### config.mk
export PLATFORM = sky130hd
export DESIGN_NAME = dco_frequency_calibrator
export DESIGN_NICKNAME = d
export VERILOG_FILES = /design/src/dfc_pkg.sv /design/src/dfc_cfg.sv /design/src/dfc_core.sv /design/src/dco_frequency_calibrator.sv
export SDC_FILE = /design/constraint.sdc
export NUM_CORES = 1
export LEC_CHECK = 0
export ABC_AREA = 1
export BUFFER_PORTS_ARGS = -buffer_cell sky130_fd_sc_hd__buf_2
export CORE_AREA = 2 2 114 116
export DETAILED_ROUTE_END_ITERATION = 8
export DIE_AREA = 0 0 116 118
export GPL_TIMING_DRIVEN = 0
export PLACE_DENSITY = 0.69
export SLEW_MARGIN = 25
export SYNTH_ARGS = -nofsm -noshare
export SYNTH_HDL_FRONTEND = slang
export SYNTH_SLANG_ARGS = --single-unit
export TNS_END_PERCENT = 20
### constraint.sdc
create_clock -name clk_i -period 3.8 [get_ports clk_i]
set_input_delay 0.19 -clock clk_i [delete_from_list [all_inputs] [get_ports clk_i]]
set_output_delay 0.19 -clock clk_i [all_outputs]
set_load 0.01 [all_outputs]
### src/dfc_pkg.sv
package dfc_pkg;

  localparam int SettingBits = 12;
  localparam int TrialW      = $clog2(SettingBits);
  localparam int DcoW        = 12;
  localparam int CapW        = 16;
  localparam int TargetW     = 16;
  localparam int CfgDataW    = 16;
  localparam int CfgIdxW     = 1;

  localparam logic [TargetW-1:0] TargetReset = TargetW'(244);

  typedef enum logic [CfgIdxW-1:0] {
    CFG_TARGET = 1'b0,
    CFG_TRACK  = 1'b1
  } cfg_idx_e;

  typedef enum logic {
    REQ_START   = 1'b0,
    REQ_CAPTURE = 1'b1
  } req_e;

  typedef enum logic [2:0] {
    ST_FIRST    = 3'd0,
    ST_KEPT     = 3'd1,
    ST_RESTORED = 3'd2,
    ST_NONE     = 3'd3,
    ST_DOWN     = 3'd4,
    ST_UP       = 3'd5,
    ST_STARTED  = 3'd6
  } status_e;

  typedef struct packed {
    logic [TargetW-1:0] target_count;
    logic               track_enable;
  } cfg_t;

  typedef struct packed {
    logic            req_type;
    logic [CapW-1:0] capture_time;
  } item_t;

  typedef struct packed {
    logic [DcoW-1:0] dco_setting;
    logic [CapW-1:0] period_count;
    status_e         status;
    logic            searching;
  } result_t;

endpackage

### src/dfc_cfg.sv
module dfc_cfg
  import dfc_pkg::*;
(
  input  logic                clk_i,
  input  logic                rst_ni,
  input  logic                cfg_we_i,
  input  logic [CfgIdxW-1:0]  cfg_idx_i,
  input  logic [CfgDataW-1:0] cfg_wdata_i,
  output cfg_t                cfg_o
);

  cfg_t cfg_q;

  always_ff @(posedge clk_i or negedge rst_ni) begin
    if (!rst_ni) begin
      cfg_q.target_count <= TargetReset;
      cfg_q.track_enable <= 1'b1;
    end else if (cfg_we_i) begin
      case (cfg_idx_e'(cfg_idx_i))
        CFG_TARGET: cfg_q.target_count <= cfg_wdata_i[TargetW-1:0];
        CFG_TRACK:  cfg_q.track_enable <= cfg_wdata_i[0];
        default: ;
      endcase
    end
  end

  assign cfg_o = cfg_q;

endmodule

### src/dfc_core.sv
module dfc_core
  import dfc_pkg::*;
(
  input  logic    clk_i,
  input  logic    rst_ni,
  input  cfg_t    cfg_i,
  input  item_t   item_i,
  input  logic    advance_i,
  output result_t result_o
);

  localparam logic [SettingBits-1:0] AllOnes = {SettingBits{1'b1}};
  localparam logic [TrialW-1:0]      TopBit  = TrialW'(SettingBits - 1);

  logic [SettingBits-1:0] setting_q, setting_d;
  logic                   active_q, active_d;
  logic [TrialW-1:0]      trial_q, trial_d;
  logic                   have_first_q, have_first_d;
  logic [CapW-1:0]        prev_q, prev_d;

  logic [CapW-1:0]        count;
  logic                   below, above;
  logic [SettingBits-1:0] trial_mask, restored;
  status_e                status;

  assign count      = item_i.capture_time - prev_q;
  assign below      = count < cfg_i.target_count;
  assign above      = count > cfg_i.target_count;
  assign trial_mask = SettingBits'(1) << trial_q;
  assign restored   = below ? (setting_q | trial_mask) : setting_q;

  always_comb begin
    setting_d    = setting_q;
    active_d     = active_q;
    trial_d      = trial_q;
    have_first_d = have_first_q;
    prev_d       = prev_q;
    status       = ST_NONE;
    if (item_i.req_type == REQ_START) begin
      setting_d    = AllOnes & ~(SettingBits'(1) << TopBit);
      active_d     = 1'b1;
      trial_d      = TopBit;
      have_first_d = 1'b0;
      status       = ST_STARTED;
    end else if (!have_first_q) begin
      prev_d       = item_i.capture_time;
      have_first_d = 1'b1;
      status       = ST_FIRST;
    end else begin
      have_first_d = 1'b0;
      if (active_q) begin
        status = below ? ST_RESTORED : ST_KEPT;
        if (trial_q == '0) begin
          setting_d = restored;
          active_d  = 1'b0;
        end else begin
          trial_d   = trial_q - TrialW'(1);
          setting_d = restored & ~(trial_mask >> 1);
        end
      end else if (cfg_i.track_enable) begin
        if (above && setting_q != '0) begin
          setting_d = setting_q - SettingBits'(1);
          status    = ST_DOWN;
        end else if (below && setting_q != AllOnes) begin
          setting_d = setting_q + SettingBits'(1);
          status    = ST_UP;
        end
      end
    end
  end

  always_ff @(posedge clk_i or negedge rst_ni) begin
    if (!rst_ni) begin
      setting_q    <= AllOnes;
      active_q     <= 1'b0;
      trial_q      <= '0;
      have_first_q <= 1'b0;
      prev_q       <= '0;
    end else if (advance_i) begin
      setting_q    <= setting_d;
      active_q     <= active_d;
      trial_q      <= trial_d;
      have_first_q <= have_first_d;
      prev_q       <= prev_d;
    end
  end

  // completing pair reports the count, everything else reports zero
  assign result_o.dco_setting  = DcoW'(setting_d);
  assign result_o.period_count = (item_i.req_type == REQ_CAPTURE && have_first_q) ? count : '0;
  assign result_o.status       = status;
  assign result_o.searching    = active_d;

endmodule

### src/dco_frequency_calibrator.sv
// Channel  | Valid        | Stall        | Payload
// request  | in_valid_i   | in_stall_o   | req_type_i, capture_time_i
// result   | out_valid_o  | out_stall_i  | dco_setting_o, period_count_o, status_o, searching_o
// config   | cfg_we_i     | (none)       | cfg_idx_i, cfg_wdata_i
//
// Two register stages: request register, then result register.
// One request per cycle sustained while out_stall_i is low; the state update sits between the two registers.
// Reset: setting all ones, search idle, no pending capture, target 244, tracking on.
// A stalled result holds; the request register still fills behind it, then in_stall_o rises.
module dco_frequency_calibrator
  import dfc_pkg::*;
(
  input  logic                clk_i,
  input  logic                rst_ni,
  input  logic                in_valid_i,
  output logic                in_stall_o,
  input  logic                req_type_i,
  input  logic [CapW-1:0]     capture_time_i,
  output logic                out_valid_o,
  input  logic                out_stall_i,
  output logic [DcoW-1:0]     dco_setting_o,
  output logic [CapW-1:0]     period_count_o,
  output logic [2:0]          status_o,
  output logic                searching_o,
  input  logic                cfg_we_i,
  input  logic [CfgIdxW-1:0]  cfg_idx_i,
  input  logic [CfgDataW-1:0] cfg_wdata_i
);

  cfg_t    cfg;
  item_t   item_q;
  logic    in_valid_q;
  result_t result_d, result_q;
  logic    out_valid_q;
  logic    out_load, in_load;

  dfc_cfg u_cfg (
    .clk_i       (clk_i),
    .rst_ni      (rst_ni),
    .cfg_we_i    (cfg_we_i),
    .cfg_idx_i   (cfg_idx_i),
    .cfg_wdata_i (cfg_wdata_i),
    .cfg_o       (cfg)
  );

  assign out_load   = in_valid_q && (!out_valid_q || !out_stall_i);
  assign in_stall_o = in_valid_q && out_valid_q && out_stall_i;
  assign in_load    = in_valid_i && !in_stall_o;

  dfc_core u_core (
    .clk_i     (clk_i),
    .rst_ni    (rst_ni),
    .cfg_i     (cfg),
    .item_i    (item_q),
    .advance_i (out_load),
    .result_o  (result_d)
  );

  always_ff @(posedge clk_i or negedge rst_ni) begin
    if (!rst_ni) begin
      in_valid_q  <= 1'b0;
      out_valid_q <= 1'b0;
    end else begin
      if (in_load) begin
        in_valid_q <= 1'b1;
      end else if (out_load) begin
        in_valid_q <= 1'b0;
      end
      if (out_load) begin
        out_valid_q <= 1'b1;
      end else if (!out_stall_i) begin
        out_valid_q <= 1'b0;
      end
    end
  end

  always_ff @(posedge clk_i) begin
    if (in_load) begin
      item_q.req_type     <= req_type_i;
      item_q.capture_time <= capture_time_i;
    end
    if (out_load) begin
      result_q <= result_d;
    end
  end

  assign out_valid_o    = out_valid_q;
  assign dco_setting_o  = result_q.dco_setting;
  assign period_count_o = result_q.period_count;
  assign status_o       = result_q.status;
  assign searching_o    = result_q.searching;

endmodule
==> impl_results.md <==
* Hold Path Class: input pin to register
* Row count at slightly above 40
* GR peak layer: met2
* Register area at 2820 um2
* Critical path class: register to register
* 1st-iter DRT viols at 350
* CP Buf/Inv Count at 7
* Power density over cell area at ~860 nW/um2
* CTS H-Tree Depth at 3
* Routed WL at between 15000 and 20000 um
* Leak pwr at approximately 3.8 nW
* Hold Fails Final Rpt at 0
* Total power at 0.007149 W
* Die Area at approximately 14000 um2
* FF-to-FF Start: u_core.prev_q[0]$_DFFE_PN0P_
* Synthesized cell area at approximately 6500 um2
* RSZ-0062 raised after global routing: true
* Sequential element share of the synthesized area at 0.4351
* Met2 usage at 0.4412
* Fin. max-slew vios at 0
* Vias at 5905
* Top-Level Pins at 73
* Via density at between 5 and 6
* Layout cells sized above 1 at 0.2857
* Area Growth Syn to Fin at 28.11%
* Worst setup SP type: register
* Placer congestion estimate at about 0.96
* Min-Delay Endpoint: item_q[6]$_DFFE_PP_
* Largest net degree at the start of global routing at between 50 and 60
* Maximum fanout along the worst path at 6
* Setup Skew at between 10 and 15 ps
* Vias in the first global route at around 5600
* Post-DP HPWL at around 12000 um
* FF+latch count, synth at 102
* CORE AREA at between 10000 and 15000 um2
* Slew HR at 0.4850
* Fin area at a little over 8000 um2
* Crit end category: register
* Die width at between 100 and 150 um
* Post-synth net total at a little under 900
* GRT Residual Overflow at 0
* Post-Syn Instances at roughly 800
* Critical path arrival at 3830 ps
* Clk Latency, worst-skew pair at ~370 ps
* Delay-heaviest family, CP: simple AND/OR/NAND/NOR gates
* GRT met1 Usage at 0.3430
* Residual DRC count at 0
* Footprint of the multi-input gates at ~3600 um2
* Time the worst path needs with I/O delays and setup at about 3700 ps
* Number of port buffers at 72
* Placed Area at between 7000 and 8000 um2
* Initial antenna violation count at 0
* CTS Buffer Depth at 2
* GR Util met3 at 0.04789
* Reg-to-reg endpoint: dco_setting_o[1]$_DFFE_PP_
* Max-Cap Viols at 0
* Measured slew at the worst slew-check pin at between 700 and 800 ps
* CP max stage delay at around 390 ps
* First-pass GRT wire length at around 28000 um
* Crit-path most repeated cell: nand2_2
* CTS buffer count at 9
* Initial core utilization at 0.5221
* CTS Sinks at around 100
* 1st-pass router iterations at 6
* R2R Setup Slk at about 74 ps
* WL/cell at ~16 um
* Worst EP required at slightly below 4000 ps
* Setup violations, final at 0
* Clock-pin slew on the worst setup and hold paths at approximately 70 ps
* R2R cell count at 25
* Worst vdd ir at 0.0003852 V
* Nets@finish at roughly 1000
* Status: completed
* Final ANT Viol Nets at 0
* Fillers at 1035
* Synth warn at 0
* ANT cells at 0
* Die H at between 100 and 150 um
* Max Fclk at approximately 270 MHz
* Crit-path slowest cell: dfrtp_1
* Total GRT Usage at 0.2664
* Post-synth cell types at 49
* Syn_area_per_cell at just over 8 um2
* Hold path depth at 1
* CTS tree: done
* Hold_sp: capture_time_i[6]
* Root Buffer: clkbuf_16
* Final cycle utilization of the critical path at 0.9806
[synthesized netlist by cell type, drive strengths merged]
master   number  area (um2)
a21boi        8       60.06
a21o          1       7.510
a21oi        54       281.5
a31oi         9       56.30
buf          19       123.9
clkbuf        7       27.52
clkinv        2       7.510
dfrtp        35       875.8
dfstp        18       473.0
edfxtp       49        1471
fa            1       20.02
ha           39       488.0
inv         113       431.7
nand2       210       838.3
nand3        51       290.3
nand3b        2       15.01
nand4        16       115.1
nor2         74       321.6
nor3          8       62.56
o2111ai       1       8.760
o211ai        2       20.02
o21ai        49       252.8
o21bai        2       15.01
o22ai         1       6.260
o31ai         2       15.01
or2           2       12.51
xnor2         4       35.03
xor2         17       148.9
[through the flow]
step	hold WS [ps]	setup TNS [ps]	setup WS [ps]	cells	utilization
floorplan	-105.6	0	384.8	796	-
global placement	366.2	-2241	-224.8	1040	0.5684
detailed placement	300.9	-3265	-261.6	1040	0.5686
CTS	0.3141	0	3.429	1076	0.6165
global route	4.055	-2018	-149.7	1103	0.6688
finish	4.390	0	73.71	1103	0.6688
[routing by layer]
metal / up-vias / part of all wire
met5: - / 0
met4: 0 / 0.028
met3: 38 / 0.052
met2: 193 / 0.50
met1: 2815 / 0.42
li1: 2859 / -
[cell type report]
cell class	instances	area share
sequential	102	0.3397
inverter	115	0.05335
multi-input combinational	553	0.4305
clock inverter	3	0.002411
timing repair buffer	119	0.09885
tap	172	0.02592
clock buffer	13	0.03014
buffer	26	0.01914
[timing repair]
item	4_1_cts	5_1_grt
pin swaps	6	56
endpoints found under the hold margin	51	1
cloned	1	0
endpoints found under the setup margin	26	27
buffers inserted	2	26
gates resized for setup	22	89
hold buffers	17	1
[worst max-delay path by stage]
stage / depth (start not counted) / from / endpoint / slack (ps)
floorplan: 26 / item_q[2]$_DFFE_PP_ / dco_setting_o[9]$_DFFE_PP_ / 380
global placement: 26 / item_q[2]$_DFFE_PP_ / dco_setting_o[10]$_DFFE_PP_ / -220
detailed placement: 26 / item_q[2]$_DFFE_PP_ / dco_setting_o[10]$_DFFE_PP_ / -260
CTS: 21 / item_q[11]$_DFFE_PP_ / dco_setting_o[10]$_DFFE_PP_ / 3
global route: 28 / item_q[0]$_DFFE_PP_ / u_core.setting_q[2]$_DFFE_PN1P_ / -150
finish: 25 / u_core.prev_q[0]$_DFFE_PN0P_ / dco_setting_o[1]$_DFFE_PP_ / 70
[power breakdown]
part           total (W)  internal [W]  switching [W]  leakage, nW
logic            0.00461       0.00189        0.00272         2.64
clock network   0.000881      0.000463       0.000418        0.128
registers        0.00166       0.00150       0.000159         1.07
[layout by cell type, fill, tap and decap left out, types with 26 or more instances in the layout]
cell type	n
inv_1	92
nor2_1	63
a21oi_1	41
nand2_1	184
dfrtp_1	35
nand3_1	47
edfxtp_1	49
buf_2	77
buf_4	30
o21ai_0	29
ha_1	26
[logic make-up after synthesis]
group / after synthesis / synth area share
and+or+nand+nor: 363 / 0.2554
buffers and inverters: 141 / 0.09112
AOI/OAI and AO/OA: 129 / 0.1116
DFF: 102 / 0.4351
adders and majority gates: 40 / 0.07838
xor gates and xnor gates: 21 / 0.02838
[flip-flops by register name, summed over array words and instances (netlist names), 3 cells and up]
register and flops:
dco_setting_o 12, item_q 17, period_count_o 16, status_o 3, u_cfg.cfg_o 17, u_core.prev_q 16, u_core.setting_q 12, u_core.trial_q 4
(Power assumes the default switching activity.)
